===== config.mk =====
export PLATFORM = sky130hd
export DESIGN_NAME = confusion_matrix_accumulator
export DESIGN_NICKNAME = d
export VERILOG_FILES = /design/src/rtl/core/cma_pkg.sv /design/src/rtl/core/confusion_matrix_accumulator.sv /design/src/rtl/core/cma_ram.sv /design/src/rtl/core/cma_store.sv /design/src/rtl/core/cma_out_fifo.sv
export VERILOG_INCLUDE_DIRS = /design/src /design/src/rtl/core
export SDC_FILE = /design/constraint.sdc
export NUM_CORES = 2
export LEC_CHECK = 0
export BUFFER_PORTS_ARGS = -buffer_cell sky130_fd_sc_hd__buf_2
export CAP_MARGIN = 40
export CORE_MARGIN = 10
export CORE_UTILIZATION = 30
export CTS_CLUSTER_DIAMETER = 80
export CTS_CLUSTER_SIZE = 30
export DETAILED_ROUTE_END_ITERATION = 6
export PLACE_DENSITY = 0.49
export SLEW_MARGIN = 20
export SYNTH_ARGS = -nofsm -noshare
export SYNTH_HDL_FRONTEND = slang
export SYNTH_MEMORY_MAX_BITS = 65536
export SYNTH_SLANG_ARGS = --single-unit

===== constraint.sdc =====
create_clock -name clk_i -period 18.9 [get_ports clk_i]
set_clock_uncertainty 0.05 [all_clocks]
set_input_delay 4.725 -clock clk_i [delete_from_list [all_inputs] [get_ports clk_i]]
set_output_delay 4.725 -clock clk_i [all_outputs]
set_load 0.05 [all_outputs]

===== src/rtl/core/confusion_matrix_accumulator_assert.svh =====
// Assertion macros for the confusion matrix accumulator.
// Each macro expects clk_i and rst_ni in the scope where it is used.
`ifndef CONFUSION_MATRIX_ACCUMULATOR_ASSERT_SVH
`define CONFUSION_MATRIX_ACCUMULATOR_ASSERT_SVH

// The consequent must hold in the same cycle as the antecedent.
`define CMA_ASSERT_SAME(label, ante, cons) \
  label: assert property (@(posedge clk_i) disable iff (!rst_ni) (ante) |-> (cons)) \
    else $error("Same-cycle check failed.");

// The consequent must hold in the cycle after the antecedent.
`define CMA_ASSERT_NEXT(label, ante, cons) \
  label: assert property (@(posedge clk_i) disable iff (!rst_ni) (ante) |=> (cons)) \
    else $error("Next-cycle check failed.");

`endif


===== src/rtl/core/cma_pkg.sv =====
// Shared types and constants of the confusion matrix accumulator.
// No dependencies.
package cma_pkg;

  localparam int ClassW = 4;
  localparam int OutW = 16;
  localparam int IdxSize = 16;
  localparam int CellDepth = IdxSize * IdxSize;
  localparam int FifoDepth = 3;
  localparam int FifoPtrW = 2;

  localparam logic [ClassW-1:0] MaxClasses = 4'd15;
  localparam logic [ClassW-1:0] ClassCountReset = 4'd15;

  typedef struct packed {
    logic [OutW-1:0] cell_count;
    logic [OutW-1:0] total_count;
    logic [OutW-1:0] correct_count;
    logic [OutW-1:0] seen_count;
    logic [OutW-1:0] seen_correct_count;
    logic [OutW-1:0] unseen_correct_count;
    logic [OutW-1:0] class_predicted_count;
    logic [OutW-1:0] class_correct_count;
    logic            is_correct;
    logic            range_error;
  } result_t;

endpackage


===== src/rtl/core/confusion_matrix_accumulator.sv =====
// Confusion matrix accumulator top level; depends on cma_pkg, cma_store and cma_out_fifo.
// An accepted word is registered in the update stage and then queued for the output.
// Throughput: one word per cycle while input ready is high, set by the read-modify-write
// of the matrix RAM and the class RAM, with the last write forwarded to the next read.
// A three-entry result queue absorbs output stalls; input ready drops while the queue and
// the update stage hold three words. Reset clears all counters and sets class_count to 15.
module confusion_matrix_accumulator #(
  parameter int COUNT_BITS = 16
) (
  input  logic         clk_i,
  input  logic         rst_ni,
  input  logic         cfg_valid_i,
  output logic         cfg_ready_o,
  input  logic [3:0]   cfg_data_i,      // class_count
  input  logic         s_axis_tvalid_i,
  output logic         s_axis_tready_o,
  input  logic [7:0]   s_axis_tdata_i,  // true_class[3:0], predicted_class[7:4]
  input  logic [0:0]   s_axis_tuser_i,  // seen_in_training[0]
  output logic         m_axis_tvalid_o,
  input  logic         m_axis_tready_i,
  // cell_count[15:0], total_count[31:16], correct_count[47:32], seen_count[63:48],
  // seen_correct_count[79:64], unseen_correct_count[95:80],
  // class_predicted_count[111:96], class_correct_count[127:112]
  output logic [127:0] m_axis_tdata_o,
  output logic [1:0]   m_axis_tuser_o   // is_correct[0], range_error[1]
);

  `include "confusion_matrix_accumulator_assert.svh"

  localparam int OutW = cma_pkg::OutW;
  localparam int ClassW = cma_pkg::ClassW;
  localparam int CellAw = $clog2(cma_pkg::CellDepth);
  localparam logic [cma_pkg::FifoPtrW:0] FifoSlots = (cma_pkg::FifoPtrW + 1)'(cma_pkg::FifoDepth);
  localparam logic [cma_pkg::FifoPtrW-1:0] FifoFull = cma_pkg::FifoPtrW'(cma_pkg::FifoDepth);

  function automatic logic [COUNT_BITS-1:0] sat_inc(input logic [COUNT_BITS-1:0] v);
    sat_inc = (&v) ? v : v + COUNT_BITS'(1);
  endfunction

  logic                     accept;
  logic [ClassW-1:0]        true_cls, pred_cls, limit;
  logic                     err_in, ok_in;
  logic [ClassW-1:0]        class_count_q;

  logic                     s1_vld_q, s1_err_q, s1_ok_q, s1_seen_q;
  logic                     cnt_en;

  logic [COUNT_BITS-1:0]    cell_cur, cell_new;
  logic [2*COUNT_BITS-1:0]  pred_cur, pred_new;
  logic [COUNT_BITS-1:0]    ptot_new, pcor_new;

  logic [COUNT_BITS-1:0]    total_q, total_d;
  logic [COUNT_BITS-1:0]    correct_q, correct_d;
  logic [COUNT_BITS-1:0]    seen_q, seen_d;
  logic [COUNT_BITS-1:0]    seen_cor_q, seen_cor_d;
  logic [COUNT_BITS-1:0]    unseen_cor_q, unseen_cor_d;

  cma_pkg::result_t                 res, head;
  logic [cma_pkg::FifoPtrW-1:0]     fifo_cnt;
  logic [cma_pkg::FifoPtrW:0]       in_flight;

  assign true_cls = s_axis_tdata_i[3:0];
  assign pred_cls = s_axis_tdata_i[7:4];
  assign limit    = (class_count_q < cma_pkg::MaxClasses) ? class_count_q : cma_pkg::MaxClasses;
  assign err_in   = (true_cls > limit) || (pred_cls > limit);
  assign ok_in    = (true_cls == pred_cls);

  assign in_flight       = {1'b0, fifo_cnt} + {{cma_pkg::FifoPtrW{1'b0}}, s1_vld_q};
  assign s_axis_tready_o = (in_flight < FifoSlots);
  assign accept          = s_axis_tvalid_i && s_axis_tready_o;
  assign cfg_ready_o     = 1'b1;

  always_ff @(posedge clk_i or negedge rst_ni) begin
    if (!rst_ni) begin
      class_count_q <= cma_pkg::ClassCountReset;
    end else if (cfg_valid_i) begin
      class_count_q <= cfg_data_i;
    end
  end

  always_ff @(posedge clk_i or negedge rst_ni) begin
    if (!rst_ni) begin
      s1_vld_q <= 1'b0;
    end else begin
      s1_vld_q <= accept;
    end
  end

  always_ff @(posedge clk_i) begin
    if (accept) begin
      s1_err_q  <= err_in;
      s1_ok_q   <= ok_in;
      s1_seen_q <= s_axis_tuser_i[0];
    end
  end

  assign cnt_en = s1_vld_q && !s1_err_q;

  cma_store #(
    .Width(COUNT_BITS),
    .Depth(cma_pkg::CellDepth)
  ) u_cell_store (
    .clk_i    (clk_i),
    .rst_ni   (rst_ni),
    .rd_en_i  (accept),
    .rd_addr_i(CellAw'({true_cls, pred_cls})),
    .wr_en_i  (cnt_en),
    .wr_data_i(cell_new),
    .rdata_o  (cell_cur)
  );

  cma_store #(
    .Width(2 * COUNT_BITS),
    .Depth(cma_pkg::IdxSize)
  ) u_class_store (
    .clk_i    (clk_i),
    .rst_ni   (rst_ni),
    .rd_en_i  (accept),
    .rd_addr_i(pred_cls),
    .wr_en_i  (cnt_en),
    .wr_data_i(pred_new),
    .rdata_o  (pred_cur)
  );

  always_comb begin
    cell_new     = cnt_en ? sat_inc(cell_cur) : cell_cur;
    ptot_new     = cnt_en ? sat_inc(pred_cur[COUNT_BITS-1:0]) : pred_cur[COUNT_BITS-1:0];
    pcor_new     = (cnt_en && s1_ok_q) ? sat_inc(pred_cur[2*COUNT_BITS-1:COUNT_BITS])
                                       : pred_cur[2*COUNT_BITS-1:COUNT_BITS];
    pred_new     = {pcor_new, ptot_new};
    total_d      = cnt_en ? sat_inc(total_q) : total_q;
    correct_d    = (cnt_en && s1_ok_q) ? sat_inc(correct_q) : correct_q;
    seen_d       = (cnt_en && s1_seen_q) ? sat_inc(seen_q) : seen_q;
    seen_cor_d   = (cnt_en && s1_ok_q && s1_seen_q) ? sat_inc(seen_cor_q) : seen_cor_q;
    unseen_cor_d = (cnt_en && s1_ok_q && !s1_seen_q) ? sat_inc(unseen_cor_q) : unseen_cor_q;
  end

  always_ff @(posedge clk_i or negedge rst_ni) begin
    if (!rst_ni) begin
      total_q      <= '0;
      correct_q    <= '0;
      seen_q       <= '0;
      seen_cor_q   <= '0;
      unseen_cor_q <= '0;
    end else begin
      total_q      <= total_d;
      correct_q    <= correct_d;
      seen_q       <= seen_d;
      seen_cor_q   <= seen_cor_d;
      unseen_cor_q <= unseen_cor_d;
    end
  end

  always_comb begin
    res.cell_count            = OutW'(cell_new);
    res.total_count           = OutW'(total_d);
    res.correct_count         = OutW'(correct_d);
    res.seen_count            = OutW'(seen_d);
    res.seen_correct_count    = OutW'(seen_cor_d);
    res.unseen_correct_count  = OutW'(unseen_cor_d);
    res.class_predicted_count = OutW'(ptot_new);
    res.class_correct_count   = OutW'(pcor_new);
    res.is_correct            = s1_ok_q;
    res.range_error           = s1_err_q;
  end

  cma_out_fifo u_out_fifo (
    .clk_i      (clk_i),
    .rst_ni     (rst_ni),
    .push_i     (s1_vld_q),
    .push_data_i(res),
    .pop_i      (m_axis_tready_i),
    .data_o     (head),
    .valid_o    (m_axis_tvalid_o),
    .count_o    (fifo_cnt)
  );

  assign m_axis_tdata_o = {head.class_correct_count, head.class_predicted_count,
                           head.unseen_correct_count, head.seen_correct_count,
                           head.seen_count, head.correct_count,
                           head.total_count, head.cell_count};
  assign m_axis_tuser_o = {head.range_error, head.is_correct};

  `CMA_ASSERT_NEXT(a_accept_enters_update, accept, s1_vld_q)
  `CMA_ASSERT_SAME(a_queue_has_room, s1_vld_q, fifo_cnt != FifoFull)
  `CMA_ASSERT_NEXT(a_error_counts_nothing, s1_vld_q && s1_err_q, $stable(total_q))

endmodule


===== src/rtl/core/cma_ram.sv =====
// Generic single-port-write, single-port-read RAM with registered read data.
// No dependencies.
module cma_ram #(
  parameter int Width = 16,
  parameter int Depth = 16,
  localparam int Aw = $clog2(Depth)
) (
  input  logic             clk_i,
  input  logic             we_i,
  input  logic [Aw-1:0]    waddr_i,
  input  logic [Width-1:0] wdata_i,
  input  logic             re_i,
  input  logic [Aw-1:0]    raddr_i,
  output logic [Width-1:0] rdata_o
);

  logic [Width-1:0] mem_q [Depth];
  logic [Width-1:0] rdata_q;

  always_ff @(posedge clk_i) begin
    if (we_i) begin
      mem_q[waddr_i] <= wdata_i;
    end
    if (re_i) begin
      rdata_q <= mem_q[raddr_i];
    end
  end

  assign rdata_o = rdata_q;

endmodule


===== src/rtl/core/cma_store.sv =====
// Counter store: a RAM with per-entry valid bits and write forwarding.
// Depends on cma_ram.
module cma_store #(
  parameter int Width = 16,
  parameter int Depth = 16,
  localparam int Aw = $clog2(Depth)
) (
  input  logic             clk_i,
  input  logic             rst_ni,
  input  logic             rd_en_i,
  input  logic [Aw-1:0]    rd_addr_i,
  input  logic             wr_en_i,
  input  logic [Width-1:0] wr_data_i,
  output logic [Width-1:0] rdata_o
);

  logic [Aw-1:0]    addr_q;
  logic [Depth-1:0] valid_q;
  logic             fwd_vld_q;
  logic [Aw-1:0]    fwd_addr_q;
  logic [Width-1:0] fwd_data_q;
  logic [Width-1:0] ram_rdata;

  cma_ram #(
    .Width(Width),
    .Depth(Depth)
  ) u_ram (
    .clk_i  (clk_i),
    .we_i   (wr_en_i),
    .waddr_i(addr_q),
    .wdata_i(wr_data_i),
    .re_i   (rd_en_i),
    .raddr_i(rd_addr_i),
    .rdata_o(ram_rdata)
  );

  always_ff @(posedge clk_i) begin
    if (rd_en_i) begin
      addr_q <= rd_addr_i;
    end
    if (wr_en_i) begin
      fwd_addr_q <= addr_q;
      fwd_data_q <= wr_data_i;
    end
  end

  always_ff @(posedge clk_i or negedge rst_ni) begin
    if (!rst_ni) begin
      valid_q   <= '0;
      fwd_vld_q <= 1'b0;
    end else if (wr_en_i) begin
      valid_q[addr_q] <= 1'b1;
      fwd_vld_q       <= 1'b1;
    end
  end

  // The RAM returns old data when the entry was written in the same cycle as the read.
  always_comb begin
    if (fwd_vld_q && (fwd_addr_q == addr_q)) begin
      rdata_o = fwd_data_q;
    end else if (valid_q[addr_q]) begin
      rdata_o = ram_rdata;
    end else begin
      rdata_o = '0;
    end
  end

endmodule


===== src/rtl/core/cma_out_fifo.sv =====
// Small result queue between the update stage and the output stream.
// Depends on cma_pkg.
module cma_out_fifo (
  input  logic                           clk_i,
  input  logic                           rst_ni,
  input  logic                           push_i,
  input  cma_pkg::result_t               push_data_i,
  input  logic                           pop_i,
  output cma_pkg::result_t               data_o,
  output logic                           valid_o,
  output logic [cma_pkg::FifoPtrW-1:0]   count_o
);

  localparam logic [cma_pkg::FifoPtrW-1:0] LastPtr =
    cma_pkg::FifoPtrW'(cma_pkg::FifoDepth - 1);

  cma_pkg::result_t                 mem_q [cma_pkg::FifoDepth];
  logic [cma_pkg::FifoPtrW-1:0]     wr_ptr_q, wr_ptr_d;
  logic [cma_pkg::FifoPtrW-1:0]     rd_ptr_q, rd_ptr_d;
  logic [cma_pkg::FifoPtrW-1:0]     count_q, count_d;
  logic                             do_pop;

  assign do_pop = pop_i && (count_q != '0);

  always_comb begin
    wr_ptr_d = wr_ptr_q;
    rd_ptr_d = rd_ptr_q;
    count_d  = count_q;
    if (push_i) begin
      wr_ptr_d = (wr_ptr_q == LastPtr) ? '0 : wr_ptr_q + 1'b1;
    end
    if (do_pop) begin
      rd_ptr_d = (rd_ptr_q == LastPtr) ? '0 : rd_ptr_q + 1'b1;
    end
    if (push_i && !do_pop) begin
      count_d = count_q + 1'b1;
    end else if (!push_i && do_pop) begin
      count_d = count_q - 1'b1;
    end
  end

  always_ff @(posedge clk_i or negedge rst_ni) begin
    if (!rst_ni) begin
      wr_ptr_q <= '0;
      rd_ptr_q <= '0;
      count_q  <= '0;
    end else begin
      wr_ptr_q <= wr_ptr_d;
      rd_ptr_q <= rd_ptr_d;
      count_q  <= count_d;
    end
  end

  always_ff @(posedge clk_i) begin
    if (push_i) begin
      mem_q[wr_ptr_q] <= push_data_i;
    end
  end

  assign data_o  = mem_q[rd_ptr_q];
  assign valid_o = (count_q != '0);
  assign count_o = count_q;

endmodule


-- Word-level counts from Yosys, hierarchy flattened
Memory sizes are Yosys's and may differ from the RTL's. A register that Yosys moved wholly into a read port is not among the register bits.
Cells that the tools add are included.
- register bits after elaboration: 439
- RAM bits: 4998
- input port bits: 18
- output and inout bits: 133
- memories: 3
- add/subtract/negate cells: 13
- $lt $le $gt $ge: 8
- eq/ne operators: 5
- muxes and demuxes: 37
- bitwise gates (word level): 2
- reduce and logical (&&, ||, !) cells: 28
- memories (memory ; depth ; bits a word ; rd ports ; clocked after Yosys merged registers in ; write ports ; line ; text):
    u_cell_store.u_ram.mem_q ; 256 ; 16 ; 1 ; 1 ; 1 ; cma_ram.sv:17 ; logic [Width-1:0] mem_q [Depth];
    u_class_store.u_ram.mem_q ; 16 ; 32 ; 1 ; 1 ; 1 ; cma_ram.sv:17 ;
    u_out_fifo.mem_q ; 3 ; 130 ; 1 ; 0 ; 1 ; cma_out_fifo.sv:17 ; cma_pkg::result_t mem_q [cma_pkg::FifoDepth];
- operators by type and width (operator ; number):
    $mux W16 ; 18
    $or A256 B256 Y256 ; 1
    $add A16 B1 Y16 const B ; 8
    $reduce_and A16 Y1 ; 8
    $mux W32 ; 2
    $or A16 B16 Y16 ; 1
    $logic_and A1 B1 Y1 ; 13
    $lt A8 B9 Y1 const B ; 1
    $bmux W1 S8 ; 1
    $demux W1 S8 ; 1
    $eq A4 B4 Y1 ; 2
    $eq A8 B8 Y1 ; 1
    $ge A8 B1 Y1 const B ; 1
    $gt A4 B4 Y1 ; 2
    $mux W1 ; 8
    $mux W2 ; 4
    $add A2 B1 Y2 const B ; 3
    $lt A4 B5 Y1 const B ; 1
    $bmux W1 S4 ; 1
    $demux W1 S4 ; 1
    $eq A2 B2 Y1 const B ; 2
    $ge A4 B1 Y1 const B ; 1
    $logic_not A1 Y1 ; 4
    $lt A4 B4 Y1 const B ; 1
    6 further kinds ; 7

-- Depth between registers and ports, before layout
- word-level depth: 7
- depth in mapped cells: 21
- gate-level depth less buffers: 14

-- Cells and area by module
Synthesis repeated with hierarchy kept, for this count alone.
- cell total of the unflattened synthesis: 10694
- area, all modules: 214585.8 um2
- by module, submodules not included (module ; instances ; cells each ; area an instance (um2) ; seq. area each (um2)):
    cma_ram at u_cell_store.u_ram ; 1 ; 7360 ; 158874.9 ; 123478.4
    cma_ram at u_class_store.u_ram ; 1 ; 838 ; 20174.3 ; 16335.7
    cma_out_fifo ; 1 ; 849 ; 14724.1 ; 11861.4
    cma_store at u_cell_store ; 1 ; 862 ; 12308.1 ; 7392.1
    confusion_matrix_accumulator ; 1 ; 605 ; 5779.3 ; 2222.1
    cma_store at u_class_store ; 1 ; 180 ; 2725.1 ; 1626.6

-- Worst setup path before layout
OpenSTA, ideal clock, no wires.
- path kind: flip-flop to flip-flop
- start point: register, netlist name u_class_store.addr_q[0]
- end point: register u_cell_store.fwd_data_q[5] (data pin)
- setup time: 2.295 ns
- arrival time: 14.778 ns
- slack: 1.778 ns
- cell stages (with the launch flop): 20
- path buffers: 5
- path through: edfxtp_1 > buf_6 > buf_6 > mux4_2 > mux4_2 > o22ai_1 > nor3_1 > nor4_4 > nor3_1 > or2_0 > clkbuf_1 > buf_2 > a22o_1 > ha_1 > and2_1 > a311o_1 > a21oi_1 > buf_2 > a31oi_1 > o32ai_1
- RTL lines (what ; line ; text):
    end signal: assignment ; cma_store.sv:43 ; fwd_data_q <= wr_data_i;
    end: declaration ; cma_store.sv:21 ; logic [Width-1:0] fwd_data_q;

==> run_results.csv <==
group,metric,value,unit
status,outcome,"finished, final reports clean",
hold_path,min_path_type,"reg2reg",
cells_and_area,fillerInstances,64300,
place,dp.cells,18860,
routing,drtAntennaViolNets,0,
cts,clkSinkCount,5477,
routing,drt_iter0_drc,10550,
synth,yosys.area_share.simple,2.606,%
routing,firstDrtPassIters,6,
power,ir_drop,0.1655,mV
global_routing,grt_max_degree,194,
worst_setup_path,cp.required,19.62,ns
cts,clk_pin_slew,0.10,ns
cts,cts_root_buf,"clkbuf_16",
die,fp.dieW,858.2,um
place,port_buffers,149,
routing,via_per_inst,5.116,
worst_setup_path,critical_path_class,"reg2reg",
die,initial_utilization,30.14,%
sta,timing.final.hold_violations,0,
sta,rsz0062_at_grt,"false",
sta,finalSetupViolCount,0,
cells_and_area,areaGrowthSynthToFinish,13.69,%
cells_and_area,layout.nets,9960,
routing,routed_wl,590300,um
synth,synth_cell_types,86,
synth,synthAdderAreaFrac,0.1128,%
synth,synthCells,9355,
power,power.density,126.3,mW/mm^2
sta,worstMarginPinSlew,1.029,ns
synth,synth_xor_area_share,0.4072,%
worst_setup_path,critical_path_arrival,9.95,ns
sta,hold_ws,0.4215,ns
synth,syn-num-nets,9392,
global_routing,antenna_found_initial,64,
power,power.total,30.28,mW
synth,syn_area_per_cell,22.53,sq um
cts,clockBufferDepth,4,
cts,ctsHoldBuffers,0,
cells_and_area,final_area,0.2396,sq mm
global_routing,overflow,0,
die,placement_rows,307,
worst_setup_path,setup.worst_path.end_class,"flip-flop",
cts,post-cts-setup-buffers,0,
global_routing,grt_pass1_vias,101100,
worst_setup_path,worstSetupStartpointType,"flip-flop",
synth,synth_top_family_by_area,"multiplexers",
sta,fin_tns_setup,0,ns
cells_and_area,final_cells,19470,
cells_and_area,multiInputGateArea,0.04666,sq mm
synth,synthArstFlopShare,6.646,%
place,gp_congestion,0.7849,
job,cap_violations,0,
die,fp.dieH,858.2,um
power,p_leak,77.19,nW
die,dieArea,0.7366,sq mm
die,core-area,0.6995,sq mm
routing,post_drt_wl_per_cell,30.32,um
synth,syn-cell-area,0.2108,sq mm
cells_and_area,regArea,0.1627,sq mm
cts,ctsResizeCount,0,
sta,max_slew_margin,31.41,%
synth,synthMuxAreaShare,17.71,%
worst_setup_path,path_max_fanout,77,
sta,period_needed,9.230,ns
synth,synth-seq-cells,5477,
cts,cts_tree,"done",
synth,synth_compound_area_share,1.019,%
cts,cts_buffers,309,
cts,htreeDepth,5,
sta,slew_viol_final,0,
synth,synth_top_flop_cell,"edfxtp_1",
synth,yosysSeqAreaShare,77.16,%
sta,fmax,0.1083,GHz
die,pin_count,151,
routing,vias,99600,
global_routing,grt.total_usage,15.50,%
place,hpwl,354800,um
place,place_area,0.2275,sq mm
sta,fin_crit_sh,48.84,%
cts,clk_latency,1.03,ns
routing,remaining_drc_errors,0,
cells_and_area,drive_above_1_share,31.90,%
global_routing,grt_first_pass_wirelength,822900,um
synth,synth_enable_flop_cells,5113,
synth,synth_warnings,0,
## worst max-delay path, stage by stage (launching register included)
cell and delay [ns]:
edfxtp_1 0.66, buf_12 0.46, buf_4 0.69, mux4_2 0.36, mux2i_1 0.14, o2bb2ai_1 0.34, nor3_1 0.25, a22oi_1 0.24
a311oi_1 0.87, or2_0 0.52, buf_4 0.28, a22o_1 0.19, ha_1 0.22, nor4b_1 0.44, a311oi_1 0.19, nor3_2 0.63
a31oi_1 0.25, a32oi_4 0.31, buf_4 0.59, buf_4 0.51, buf_16 0.28
## path summary, 6_finish.rpt
| path | from | end | slack (ns) | cells past startpoint |
|---|---|---|---|---|
| worst min register to register | u_cell_store.valid_q[247]$_DFFE_PN0P_ | u_cell_store.valid_q[247]$_DFFE_PN0P_ | 0.42 | 1 |
| worst max-delay path | u_class_store.addr_q[0]$_DFFE_PP_ | u_cell_store.u_ram.mem_q[200][4]$_DFFE_PP_ | 9.67 | 20 |
| max in group asynchronous | rst_ni | u_cell_store.valid_q[212]$_DFFE_PN0P_ | 12.99 | 4 |
| min in group asynchronous | rst_ni | correct_q[10]$_DFF_PN0_ | 3.54 | 1 |
| worst max register to register | u_class_store.addr_q[0]$_DFFE_PP_ | u_cell_store.u_ram.mem_q[200][4]$_DFFE_PP_ | 9.67 | 20 |
| worst min-delay path | u_cell_store.valid_q[247]$_DFFE_PN0P_ | u_cell_store.valid_q[247]$_DFFE_PN0P_ | 0.42 | 1 |
## logic make-up (layout without fill, tap and decap cells)
logic type / after synthesis / in the layout
xor gates and xnor gates: 98 / 98
DFF: 5477 / 5477
adders and majority gates: 19 / 19
muxes: 1792 / 1792
buffers and inverters: 514 / 1333
other: 1 / 27
and+or+nand+nor: 1116 / 1116
AOI/OAI and AO/OA: 338 / 338
## layer usage
metal / vias up / routed length [um] / GRT usage, %
met2: 3491 / 285400 / 25.56
met3: 733 / 34960 / 2.187
met5: - / 207 / 0.1484
met1: 55280 / 253000 / 21.56
met4: 10 / 16790 / 4.048
li1: 40080 / - / -
## stage by stage
step / worst slack (ns) / utilization (%)
2_1_floorplan: 1.778 / -
3_3_place_gp: 8.289 / 32.22
3_5_place_dp: 8.421 / 32.53
4_1_cts: 9.377 / 34.18
5_1_grt: 9.254 / 34.25
6_report: 9.670 / 34.26
## area by class of cell
| class | count | area share (%) |
|---|---|---|
| Antenna cell | 26 | 0.02715 |
| Tap cell | 9270 | 4.840 |
| Inverter | 35 | 0.05900 |
| Sequential cell | 5477 | 67.87 |
| Clock buffer | 333 | 3.308 |
| Multi-Input combinational cell | 3364 | 19.47 |
| Timing Repair Buffer | 736 | 2.887 |
| Clock inverter | 229 | 1.535 |
## cells in the mapped netlist, types with 35 or more instances
master       n  share of area [%]
dfrtp_1    360                4.3
a22oi_1     37               0.13
edfxtp_1  5113                 73
mux2i_1    225                1.1
o21ai_0    154               0.37
a21oi_1     41              0.097
xnor2_1     57               0.24
or2_2      258               0.77
mux4_2    1549                 17
nand2_1    279               0.50
nor2_1     309               0.55
clkbuf_1   324               0.58
buf_1      125               0.22
nand3_1     84               0.20
and3_1      35               0.10
xor2_1      41               0.17
## sequential cells by signal, indices dropped and copies added (netlist names), 32 cells and up
signal,cells
u_cell_store.u_ram.mem_q,4096
u_class_store.u_ram.mem_q,512
u_out_fifo.mem_q,390
u_cell_store.valid_q,256
u_class_store.fwd_data_q,32
u_class_store.u_ram.rdata_o,32
## report_power, final
part           switching [mW]  total (mW)  internal, mW  leakage [nW]
clock network            4.57        8.20          3.63          5.55
registers               0.232        15.9          15.7          52.1
logic                    4.73        6.20          1.47          19.5
## placed cells by master (no fill, tap or decap), types with 18 or more instances in the layout
cell / count
mux2i_1: 223
nand4_1: 29
clkbuf_1: 18
and3_1: 35
xnor2_1: 54
buf_4: 466
inv_12: 38
nor2_1: 254
nand2b_1: 28
nand3_1: 77
or2_2: 258
buf_12: 45
ha_1: 19
nor2b_1: 19
clkbuf_16: 313
inv_8: 20
inv_16: 28
nand2_1: 268
diode_2: 26
buf_2: 154
nor2_2: 38
a21oi_1: 40
mux4_2: 1549
inv_6: 22
xor2_1: 38
nor2_4: 18
edfxtp_1: 5113
o21ai_0: 154
clkinv_8: 58
buf_16: 57
a22oi_1: 37
dfrtp_1: 358
Power figures use the tool's default switching activity.
